## src/sv/depi_ram.sv

```systemverilog
// Generic single-port-write RAM with registered read.
// No dependencies.
module depi_ram #(
    parameter int WIDTH = 32,
    parameter int DEPTH = 64
) (
    input  logic                     i_clk,
    input  logic                     i_we,
    input  logic [$clog2(DEPTH)-1:0] i_waddr,
    input  logic [WIDTH-1:0]         i_wdata,
    input  logic [$clog2(DEPTH)-1:0] i_raddr,
    output logic [WIDTH-1:0]         o_rdata
);
    logic [WIDTH-1:0] r_mem [DEPTH];
    always_ff @(posedge i_clk) begin
        if (i_we) r_mem[i_waddr] <= i_wdata;
        o_rdata <= r_mem[i_raddr];
    end
endmodule

```

## config.mk

```make
export PLATFORM = sky130hd
export DESIGN_NAME = depi_ram
export DESIGN_NICKNAME = d
export VERILOG_FILES = /design/src/sv/depi_ram.sv
export SDC_FILE = /design/constraint.sdc
export NUM_CORES = 2
export LEC_CHECK = 0
export BUFFER_PORTS_ARGS = -buffer_cell sky130_fd_sc_hd__buf_2
export CORE_UTILIZATION = 47
export DETAILED_ROUTE_END_ITERATION = 10
export PLACE_DENSITY = 0.66
export SLEW_MARGIN = 0
export SYNTH_ARGS = -nofsm -noshare
export SYNTH_HDL_FRONTEND = slang
export SYNTH_SLANG_ARGS = --single-unit
```

## constraint.sdc

```tcl
create_clock -name i_clk -period 7.29 [get_ports i_clk]
set_input_delay 0.3645 -clock i_clk [delete_from_list [all_inputs] [get_ports i_clk]]
set_output_delay 0.3645 -clock i_clk [all_outputs]
set_load 0.02 [all_outputs]
```

==> out/metrics.yaml <==
outcome:
  status: "finished clean"
detailed_routing:
  drt-pass1-iter-count: 6
  drc: 0
  vias: 37000
  wl_per_cell_um: 32.7
  wirelength_mm: 192
  vias_per_cell: 6.30
  ant_nets: 0
  drt_iter0_markers: 4680
setup_path:
  reg2reg_from: "r_mem[15][27]"
  reg2reg_depth: 4
  cp.required_ps: 7970
  cp_max_fo: 91
  startpoint_type: "input pin"
  critical_path_arrival_ps: 3450
  endpoint: "o_rdata[27]"
  reg2reg_to: "o_rdata[27]"
  timing.critical_path.from: "i_raddr[0]"
  path_class: "input pin to flop"
  r2r_setup_slack_ps: 5040
  end_kind: "flop"
timing:
  finClkSkew_ps: 31.5
  fin_ws_ps: 4520
  finalSetupViolCount: 0
  worst_pin_slew_ps: 1290
  hold_ws_ps: 244
  relSlewSlack: 0.140
  min_period_over_period: 0.380
  fmax_mhz: 361
  hold_viol_final: 0
  tns_ps: 0
  slew_violations: 0
  min_period_ps: 2770
  rsz0062_at_grt: "false"
synth:
  synth_edf_count: 2048
  syn_area_sq_mm: 0.0785
  synth_cells: 3324
  synth_commonest_cells: "2048 x edfxtp_1, 544 x mux4_2, 137 x nor2_1"
  ys_seq_elements: 2080
  synth_area_leaders: "edfxtp_1 78%, mux4_2 16%, mux2i_1 1.2%"
  synthDominantCellAreaShare: 0.783
  ys_warn_count: 0
  yosysSeqAreaShare: 0.791
  yosysMostFrequentCell: "edfxtp_1"
  async_flop_share: 0
  synth_largest_area_cell: "edfxtp_1"
  synth_flop_cell: "edfxtp_1"
  avgSynthCellArea_sq_um: 23.6
  synth_cell_type_count: 34
  syn_nets: 3370
die:
  rows: 149
  core_sq_mm: 0.165
  ios: 78
  die_x_um: 411
  die_h_um: 411
  die_area_sq_mm: 0.169
  start_util: 0.475
grt:
  grt_pass1_vias: 36600
  grt_max_degree: 107
  antenna_found_initial: 14
  grtUsageTotal: 0.229
  gr-total-overflow: 0
  grt_pass1_wl_mm: 272
clock_tree:
  clk_pin_slew_ps: 60
  root_buffer: "clkbuf_16"
  ctsHoldBuffers: 0
  cts_tree: "done"
  post_cts_buffers: 0
  numCtsBuffers: 198
  cts_sinks: 2080
  cts_resized: 0
  clockBufferDepth: 3
  cts.htree.levels: 4
  insertion_delay_ps: 830
place:
  gp_congestion: 0.753
  io_buffers: 77
  pre_cts_ws_ps: 3580
  dpl.hpwl_mm: 97.1
power_and_ir_drop:
  p_sw_frac: 0.207
  power.share.combinational: 0.046
  power.share.clock: 0.414
  pwr-share-seq: 0.539
  power_density_mw_per_mm2: 279
  p_sw_mw: 5.12
  internal-power_mw: 19.6
  p_leak_nw: 27.4
  ir_worst_vdd_mv: 0.287
final_layout:
  drive_above_1_share: 0.290
  fin_nets: 3560
  area_growth_pct: 12.8
min_path:
  hold_path_class: "input pin to flop"
  min_from: "i_wdata[21]"
run:
  cap_violations: 0
[through the flow]
| step | util | power (mW) | cells | instance area (sq um) |
|---|---|---|---|---|
| floorplan | - | 14.2 | 3324 | 78500 |
| CTS | 0.536 | 24.8 | 5871 | 88600 |
| global route | 0.536 | 25.3 | 5871 | 88600 |
| global placement | 0.496 | 14.7 | 5503 | 82100 |
| finish | 0.536 | 24.7 | 5872 | 88600 |
| detailed placement | 0.496 | 14.7 | 5503 | 82100 |
[how the worst min path moves through the flow]
stage | endpoint | depth (start not counted)
final | r_mem[46][21] | 2
after global routing | r_mem[46][21] | 2
after CTS | r_mem[4][21] | 2
after detailed placement | o_rdata[4] | 4
after global placement | o_rdata[20] | 4
after floorplan | r_mem[0][0] | 0
[cells in the final DEF, fill, tap and decap left out, drive strengths merged, types with 8 or more instances in the layout]
cell    count
clkinv     74
nand2      26
nor2      137
mux4      544
o221ai     27
buf       172
clkbuf    270
a311oi      8
o22ai      84
bufinv     17
nor2b      15
a21oi      62
a22oi      12
nand2b      8
mux2i      93
dfxtp      32
edfxtp   2048
[kinds of logic (layout without fill, tap and decap cells)]
group	Yosys count	in the layout	share of synthesized area
other	0	1	0
AOI/OAI and AO/OA	202	202	0.0167
and+or+nand+nor	223	223	0.0127
muxes	637	637	0.168
buffers and inverters	182	540	0.0113
DFF	2080	2080	0.791
[layout make-up]
class,count,area [sq um]
flip-flops and latches,2080,62100
well taps,2189,2740
repair buffers,172,1230
multi-input cells,1062,16000
diodes,1,2.50
fillers,12200,76800
clock buffers,270,5520
clock inverters,98,958
[power by group through the flow]
stage	logic [mW]	registers, mW	clock network (mW)
CTS	1.16	13.3	10.4
detailed placement	1.16	13.6	0
finish	1.15	13.3	10.2
global route	1.21	13.3	10.8
global placement	1.14	13.6	0
floorplan	0.644	13.5	0
[critical path, stage by stage]
cell and delay [ps]:
buf_8 510, buf_12 600, mux4_2 590, mux4_2 470, o22ai_1 610, nor2_1 110
[flip-flops by register name, summed over array words and instances, names as in the netlist]
| register | count |
|---|---|
| o_rdata | 32 |
| r_mem | 2048 |
[per-layer routing]
metal	part of all wire	global-route usage
met2	0.48	0.357
met1	0.42	0.335
met5	0.00030	0
met3	0.085	0.0415
met4	0.022	0.0598
Note: power is estimated with default switching activity, not from simulation.
