**config.mk**
```make
export PLATFORM = sky130hd
export DESIGN_NAME = depi_cell
export DESIGN_NICKNAME = d
export VERILOG_FILES = /design/src/sv/depi_pkg.sv /design/src/sv/depi_cell.sv
export SDC_FILE = /design/constraint.sdc
export NUM_CORES = 1
export LEC_CHECK = 0
export BUFFER_PORTS_ARGS = -buffer_cell sky130_fd_sc_hd__buf_4
export CAP_MARGIN = 20
export CORE_MARGIN = 8
export CORE_UTILIZATION = 43
export CTS_BUF_LIST = sky130_fd_sc_hd__clkbuf_2
export CTS_CLUSTER_DIAMETER = 80
export DETAILED_ROUTE_END_ITERATION = 10
export GPL_TIMING_DRIVEN = 0
export PLACE_DENSITY = 0.91
export SETUP_SLACK_MARGIN = 0.1
export SLEW_MARGIN = 10
export SYNTH_ARGS = -nofsm -noshare
export SYNTH_HDL_FRONTEND = slang
export SYNTH_SLANG_ARGS = --single-unit
export TNS_END_PERCENT = 10
```
**constraint.sdc**
```tcl
create_clock -name i_clk -period 1.2 [get_ports i_clk]
set_input_delay 0.12 -clock i_clk [delete_from_list [all_inputs] [get_ports i_clk]]
set_output_delay 0.12 -clock i_clk [all_outputs]
set_load 0.02 [all_outputs]
```
**src/sv/depi_pkg.sv**
```systemverilog
// Package for the power-iteration eigenvector block.
// Holds widths, limits and shared types; no dependencies.
package depi_pkg;
    localparam int MAX_DIM   = 8;
    localparam int FRAC_BITS = 16;
    localparam int IDX_W     = $clog2(MAX_DIM);
    localparam int ADDR_W    = 2 * IDX_W;
    localparam int ACC_W     = 48;

    localparam logic [0:0] CFG_ITERATIONS  = 1'd0;
    localparam logic [0:0] CFG_SIZE_IN_USE = 1'd1;

    typedef enum logic [2:0] {
        ST_LOAD, ST_MAC, ST_MAX, ST_DIV, ST_NORM, ST_EMIT
    } t_state;

    // cell control: shift the row of cells, load a new value into cell 0
    typedef struct packed {
        logic        shift;
        logic        load;
        logic [31:0] din;
    } t_cell_ctl;
endpackage

```
**src/sv/depi_cell.sv**
```systemverilog
// One vector cell: holds an element, passes it to the next cell on shift.
// Depends on depi_pkg.
module depi_cell (
    input  logic                 i_clk,
    input  depi_pkg::t_cell_ctl  i_ctl,
    input  logic [31:0]          i_prev,
    output logic [31:0]          o_val
);
    import depi_pkg::*;
    logic [31:0] r_val;
    always_ff @(posedge i_clk) begin
        if (i_ctl.shift) r_val <= i_ctl.load ? i_ctl.din : i_prev;
    end
    assign o_val = r_val;
endmodule

```
==> flow_metrics.py, run 1 <==
metrics = {
    "finish": {
        "largest_reg_flops": 32,
        "fin_area_um2": 2330,
        "final_cell_mix": "96 x buf_4, 32 x edfxtp_1, 30 x mux2_4",
        "drive_gt1_frac": 0.8140,
        "area_growth_pct": 54.78,
        "final_common_cell": "buf_4",
        "fill_cells": 259,
        "diodes": 0,
        "final-seq-area_um2": 960.9,
        "multi_input_area_um2": 473.0,
        "fin_nets": 239,
    },
    "logic_synthesis": {
        "syn_inst": 68,
        "ys_warn_count": 0,
        "synth.ff_latch_count": 32,
        "syn_avg_cell_area_um2": 22.14,
        "synthesis.area_um2": 1505,
        "ys_types": 5,
        "ys_seq_area_frac": 0.6384,
        "synth_fp_nets": 135,
    },
    "timing": {
        "finalHoldViolCount": 0,
        "max_slew_margin": 0.7335,
        "setup_viol": 0,
        "rsz0062_at_grt": "true",
        "maxSlewViolCount": 0,
        "worst_slew_pin_slew_ns": 0.3998,
        "post-route-period-util": 0.8889,
        "period_needed_ns": 1.067,
        "timing.fmax_ghz": 0.9375,
        "fin_hold_ws_ns": 0.04678,
        "finalSetupTns_ns": 0,
    },
    "placed_design": {
        "gp_congestion": 0.6973,
        "hpwl_um": 3345,
        "port_buffers": 97,
        "dpl_cell_area_um2": 2291,
    },
    "critical_path": {
        "crit_path_end_kind": "output pin",
        "slowest_delay_ns": 0.43,
        "crit_fanout": 1,
        "crit_path_start_kind": "flip-flop",
        "critical_path.top_delay_family": "flip-flops",
        "cp_slowest_cell": "edfxtp_1",
        "critPathRequiredTime_ns": 1.08,
        "criticalPathCategory": "flip-flop to output pin",
        "critPathArrivalTime_ns": 0.95,
        "path_cells": "buf_6",
        "crit_buf_inv": 1,
    },
    "floorplanning": {
        "initial_utilization": 0.4475,
        "io_pins": 99,
        "dieHeight_um": 75.17,
        "core.rowCount": 21,
        "core-area_um2": 3363,
        "die_w_um": 75.17,
        "design.die.area_um2": 5650,
    },
    "power_and_ir_drop": {
        "p_sw_mw": 0.6449,
        "internal_power_mw": 1.885,
        "pwr-share-clk": 0.187,
        "sw_frac_of_total": 0.2549,
        "p_seq_frac": 0.544,
        "p_leak_nw": 1.098,
        "ir_drop_v": 0.0006590,
        "p_comb_frac": 0.269,
        "p_per_area_nw_per_um2": 1086,
    },
    "global_route": {
        "grt_pass1_wl_um": 5561,
        "gr-usage-all-layers": 0.1422,
        "grt_antenna_before_repair": 0,
        "grt_max_degree": 33,
        "grt_pass1_vias": 1213,
        "grt-ovfl-total": 0,
    },
    "drt": {
        "routed_via_density": 4.596,
        "vias": 1002,
        "drt_iter0_markers": 38,
        "wl_um": 3949,
        "drt_pre_antenna_iters": 4,
        "ant_nets": 0,
        "drc": 0,
        "post_drt_wl_per_cell_um": 18.11,
    },
    "clock_network": {
        "postCtsHoldBufs": 0,
        "cts_root_buffer": "clkbuf_2",
        "cts_inserted_buffers": 5,
        "clkSinkCount": 32,
        "post_cts_buffers": 0,
        "cts.htree.levels": 2,
        "clk_path_buf_depth": 2,
        "clk_pin_slew_ns": 0.16,
        "tritoncts": "built",
    },
    "outcome": {
        "status": "finished clean",
    },
    "run": {
        "maxCapViolCount": 0,
    },
    "worst_hold_path": {
        "hold_path.class": "input pin to flip-flop",
    },
}
==> power groups by stage <==
stage | clock network (mW) | logic (mW) | registers (mW)
2_1_floorplan | 0 | 0.184 | 1.54
5_1_grt | 0.527 | 0.713 | 1.39
6_report | 0.473 | 0.680 | 1.38
4_1_cts | 0.486 | 0.689 | 1.38
3_3_place_gp | 0 | 0.666 | 1.40
3_5_place_dp | 0 | 0.689 | 1.40
==> worst paths after layout <==
check	start	to	slack, ns	cells past startpoint
worst max-delay path	o_val[16]	o_val[16]	0.13	1
worst min-delay path	i_ctl[20]	o_val[20]	0.05	2
==> synthesized netlist by cell type <==
master | n | area [um2]
buf_12 | 3 | 60.06
edfxtp_1 | 32 | 960.9
mux2_4 | 30 | 450.4
mux2_2 | 2 | 22.52
buf_6 | 1 | 11.26
==> cell type report <==
cell class | instances | area share
Clock inverter | 1 | 0.002148
Sequential cell | 32 | 0.4125
Clock buffer | 6 | 0.01289
Tap cell | 46 | 0.02470
Multi-Input combinational cell | 32 | 0.2030
Buffer | 4 | 0.03061
Timing Repair Buffer | 97 | 0.3142
==> routing by layer <==
| layer | track usage | vias up | share of wire |
|---|---|---|---|
| li1 | - | 471 | - |
| met1 | 0.1180 | 467 | 0.31 |
| met2 | 0.2553 | 58 | 0.54 |
| met3 | 0.09720 | 6 | 0.13 |
| met4 | 0.05757 | 0 | 0.013 |
| met5 | 0 | - | 0 |
==> metrics by stage <==
step | cells | util | setup WS, ns | power [mW]
finish | 218 | 0.6927 | 0.1333 | 2.530
floorplan | 68 | - | 0.2785 | 1.722
global route | 218 | 0.6927 | 0.07691 | 2.628
CTS | 218 | 0.6916 | 0.1119 | 2.553
global placement | 211 | 0.6812 | 0.2319 | 2.066
detailed placement | 211 | 0.6812 | 0.2239 | 2.092
==> logic make-up after synthesis <==
kind of cell           Yosys count  share of synthesized area
buffers and inverters            4                    0.04738
flip-flops                      32                     0.6384
multiplexers                    32                     0.3142
==> what timing repair did <==
item                       CTS  global route
hold endpoints to repair     0             0
gates resized for setup      0             1
setup endpoints to repair    0            13
Power figures use the tool's default switching activity.
==> run 2, diff against run 1 <==
--- a/config.mk
+++ b/config.mk
@@ -7,7 +7,7 @@
 export LEC_CHECK = 0
 export BUFFER_PORTS_ARGS = -buffer_cell sky130_fd_sc_hd__buf_4
 export CAP_MARGIN = 20
-export CORE_MARGIN = 8
+export CORE_MARGIN = 1.5
 export CORE_UTILIZATION = 43
 export CTS_BUF_LIST = sky130_fd_sc_hd__clkbuf_2
 export CTS_CLUSTER_DIAMETER = 80
==> flow_metrics.py, run 2 (synthesis gave the netlist of run 1 again) <==
metrics = {
    "outcome": {
        "status": "finished clean",
    },
    "floorplanning": {
        "initial_utilization": 0.4511,
        "dieHeight_um": 62.17,
        "core-area_um2": 3337,
        "core.rowCount": 21,
        "die_w_um": 62.17,
        "io_pins": 99,
        "design.die.area_um2": 3864,
    },
    "critical_path": {
        "critical_path.top_delay_family": "flip-flops",
        "crit_buf_inv": 1,
        "critPathArrivalTime_ns": 0.96,
        "criticalPathCategory": "flip-flop to output pin",
        "critPathRequiredTime_ns": 1.08,
        "slowest_delay_ns": 0.42,
        "path_cells": "buf_4",
        "cp_slowest_cell": "edfxtp_1",
        "crit_path_start_kind": "flip-flop",
        "crit_fanout": 1,
        "crit_path_end_kind": "output pin",
    },
    "power_and_ir_drop": {
        "sw_frac_of_total": 0.2391,
        "finalPower_mw": 2.745,
        "p_per_area_nw_per_um2": 1162,
        "p_leak_nw": 1.108,
        "p_comb_frac": 0.244,
        "p_sw_mw": 0.6562,
        "internal_power_mw": 2.088,
        "ir_drop_v": 0.0007577,
        "p_seq_frac": 0.503,
        "pwr-share-clk": 0.253,
    },
    "clock_network": {
        "post_cts_buffers": 0,
        "clkSinkCount": 32,
        "tritoncts": "built",
        "cts_inserted_buffers": 5,
        "cts.htree.levels": 2,
        "clk_pin_slew_ns": 0.16,
        "cts_root_buffer": "clkbuf_2",
        "clk_path_buf_depth": 2,
    },
    "drt": {
        "routed_via_density": 4.571,
        "ant_nets": 0,
        "drt_pre_antenna_iters": 4,
        "drt_iter0_markers": 31,
        "wl_um": 3320,
        "post_drt_wl_per_cell_um": 15.16,
        "vias": 1001,
        "drc": 0,
    },
    "placed_design": {
        "dpl_worst_slack_ns": 0.2387,
        "gp_congestion": 0.6724,
        "port_buffers": 97,
    },
    "global_route": {
        "grt_pass1_wl_um": 5126,
        "grt-ovfl-total": 0,
        "grt_max_degree": 33,
        "grt_pass1_vias": 1041,
        "gr-usage-all-layers": 0.1792,
        "grt_antenna_before_repair": 0,
    },
    "timing": {
        "maxSlewViolCount": 0,
        "rsz0062_at_grt": "true",
        "worst_slack_ns": 0.1160,
        "worst_slew_pin_slew_ns": 0.4027,
        "timing.fmax_ghz": 0.9225,
        "finalSetupTns_ns": 0,
        "finalHoldViolCount": 0,
        "max_slew_margin": 0.7316,
        "period_needed_ns": 1.084,
        "setup_viol": 0,
        "post-route-period-util": 0.9034,
    },
    "finish": {
        "fin_nets": 239,
        "final_cell_mix": "95 x buf_4, 32 x edfxtp_1, 30 x mux2_4",
        "final_common_cell": "buf_4",
        "area_growth_pct": 56.86,
        "drive_gt1_frac": 0.8035,
        "largest_reg_flops": 32,
        "diodes": 0,
    },
    "run": {
        "maxCapViolCount": 0,
    },
    "worst_hold_path": {
        "hold_path.class": "input pin to flip-flop",
    },
}
[run 2: path summary, 6_finish.rpt]
check,slack (ns),cells after the start,startpoint,to
worst min-delay path,0.04,2,i_prev[1],o_val[1]
worst max-delay path,0.12,1,o_val[2],o_val[2]
[run 2: per-layer routing]
metal / wire length (um) / track usage / up-vias
met3: 316 / 0.07971 / 5
li1: - / - / 473
met4: 54 / 0.06667 / 0
met2: 1839 / 0.3397 / 62
met5: 0 / 0 / -
met1: 1109 / 0.1675 / 461
[run 2: cell type report]
cell class	instances	area [um2]
fillers	223	975.9
flip-flops and latches	32	960.9
repair buffers	97	735.7
multi-input cells	32	473.0
plain buffers	4	71.32
well taps	46	57.56
clock inverters	3	37.54
clock buffers	5	25.02
[run 2: metrics by stage]
| stage | hold WS [ns] | instances | cell area (um2) | util |
|---|---|---|---|---|
| floorplan | 0.2325 | 68 | 1505 | - |
| global placement | 0.4205 | 211 | 2291 | 0.6865 |
| detailed placement | 0.4241 | 211 | 2291 | 0.6865 |
| CTS | 0.01614 | 219 | 2357 | 0.7064 |
| global route | 0.0005558 | 219 | 2361 | 0.7075 |
| finish | 0.03758 | 219 | 2361 | 0.7075 |
[run 2: power by group through the flow]
stage               registers [mW]  clock network, mW  logic, mW
floorplan                     1.54                  0      0.184
global placement              1.40                  0      0.654
detailed placement            1.41                  0      0.672
CTS                           1.38              0.714      0.676
global route                  1.39              0.763      0.705
finish                        1.38              0.693      0.670
[run 2: repair_timing]
action	in CTS	in global routing
resized for setup	1	1
hold buffers	0	0
hold endpoints to repair	0	0
endpoints found under the setup margin	2	25
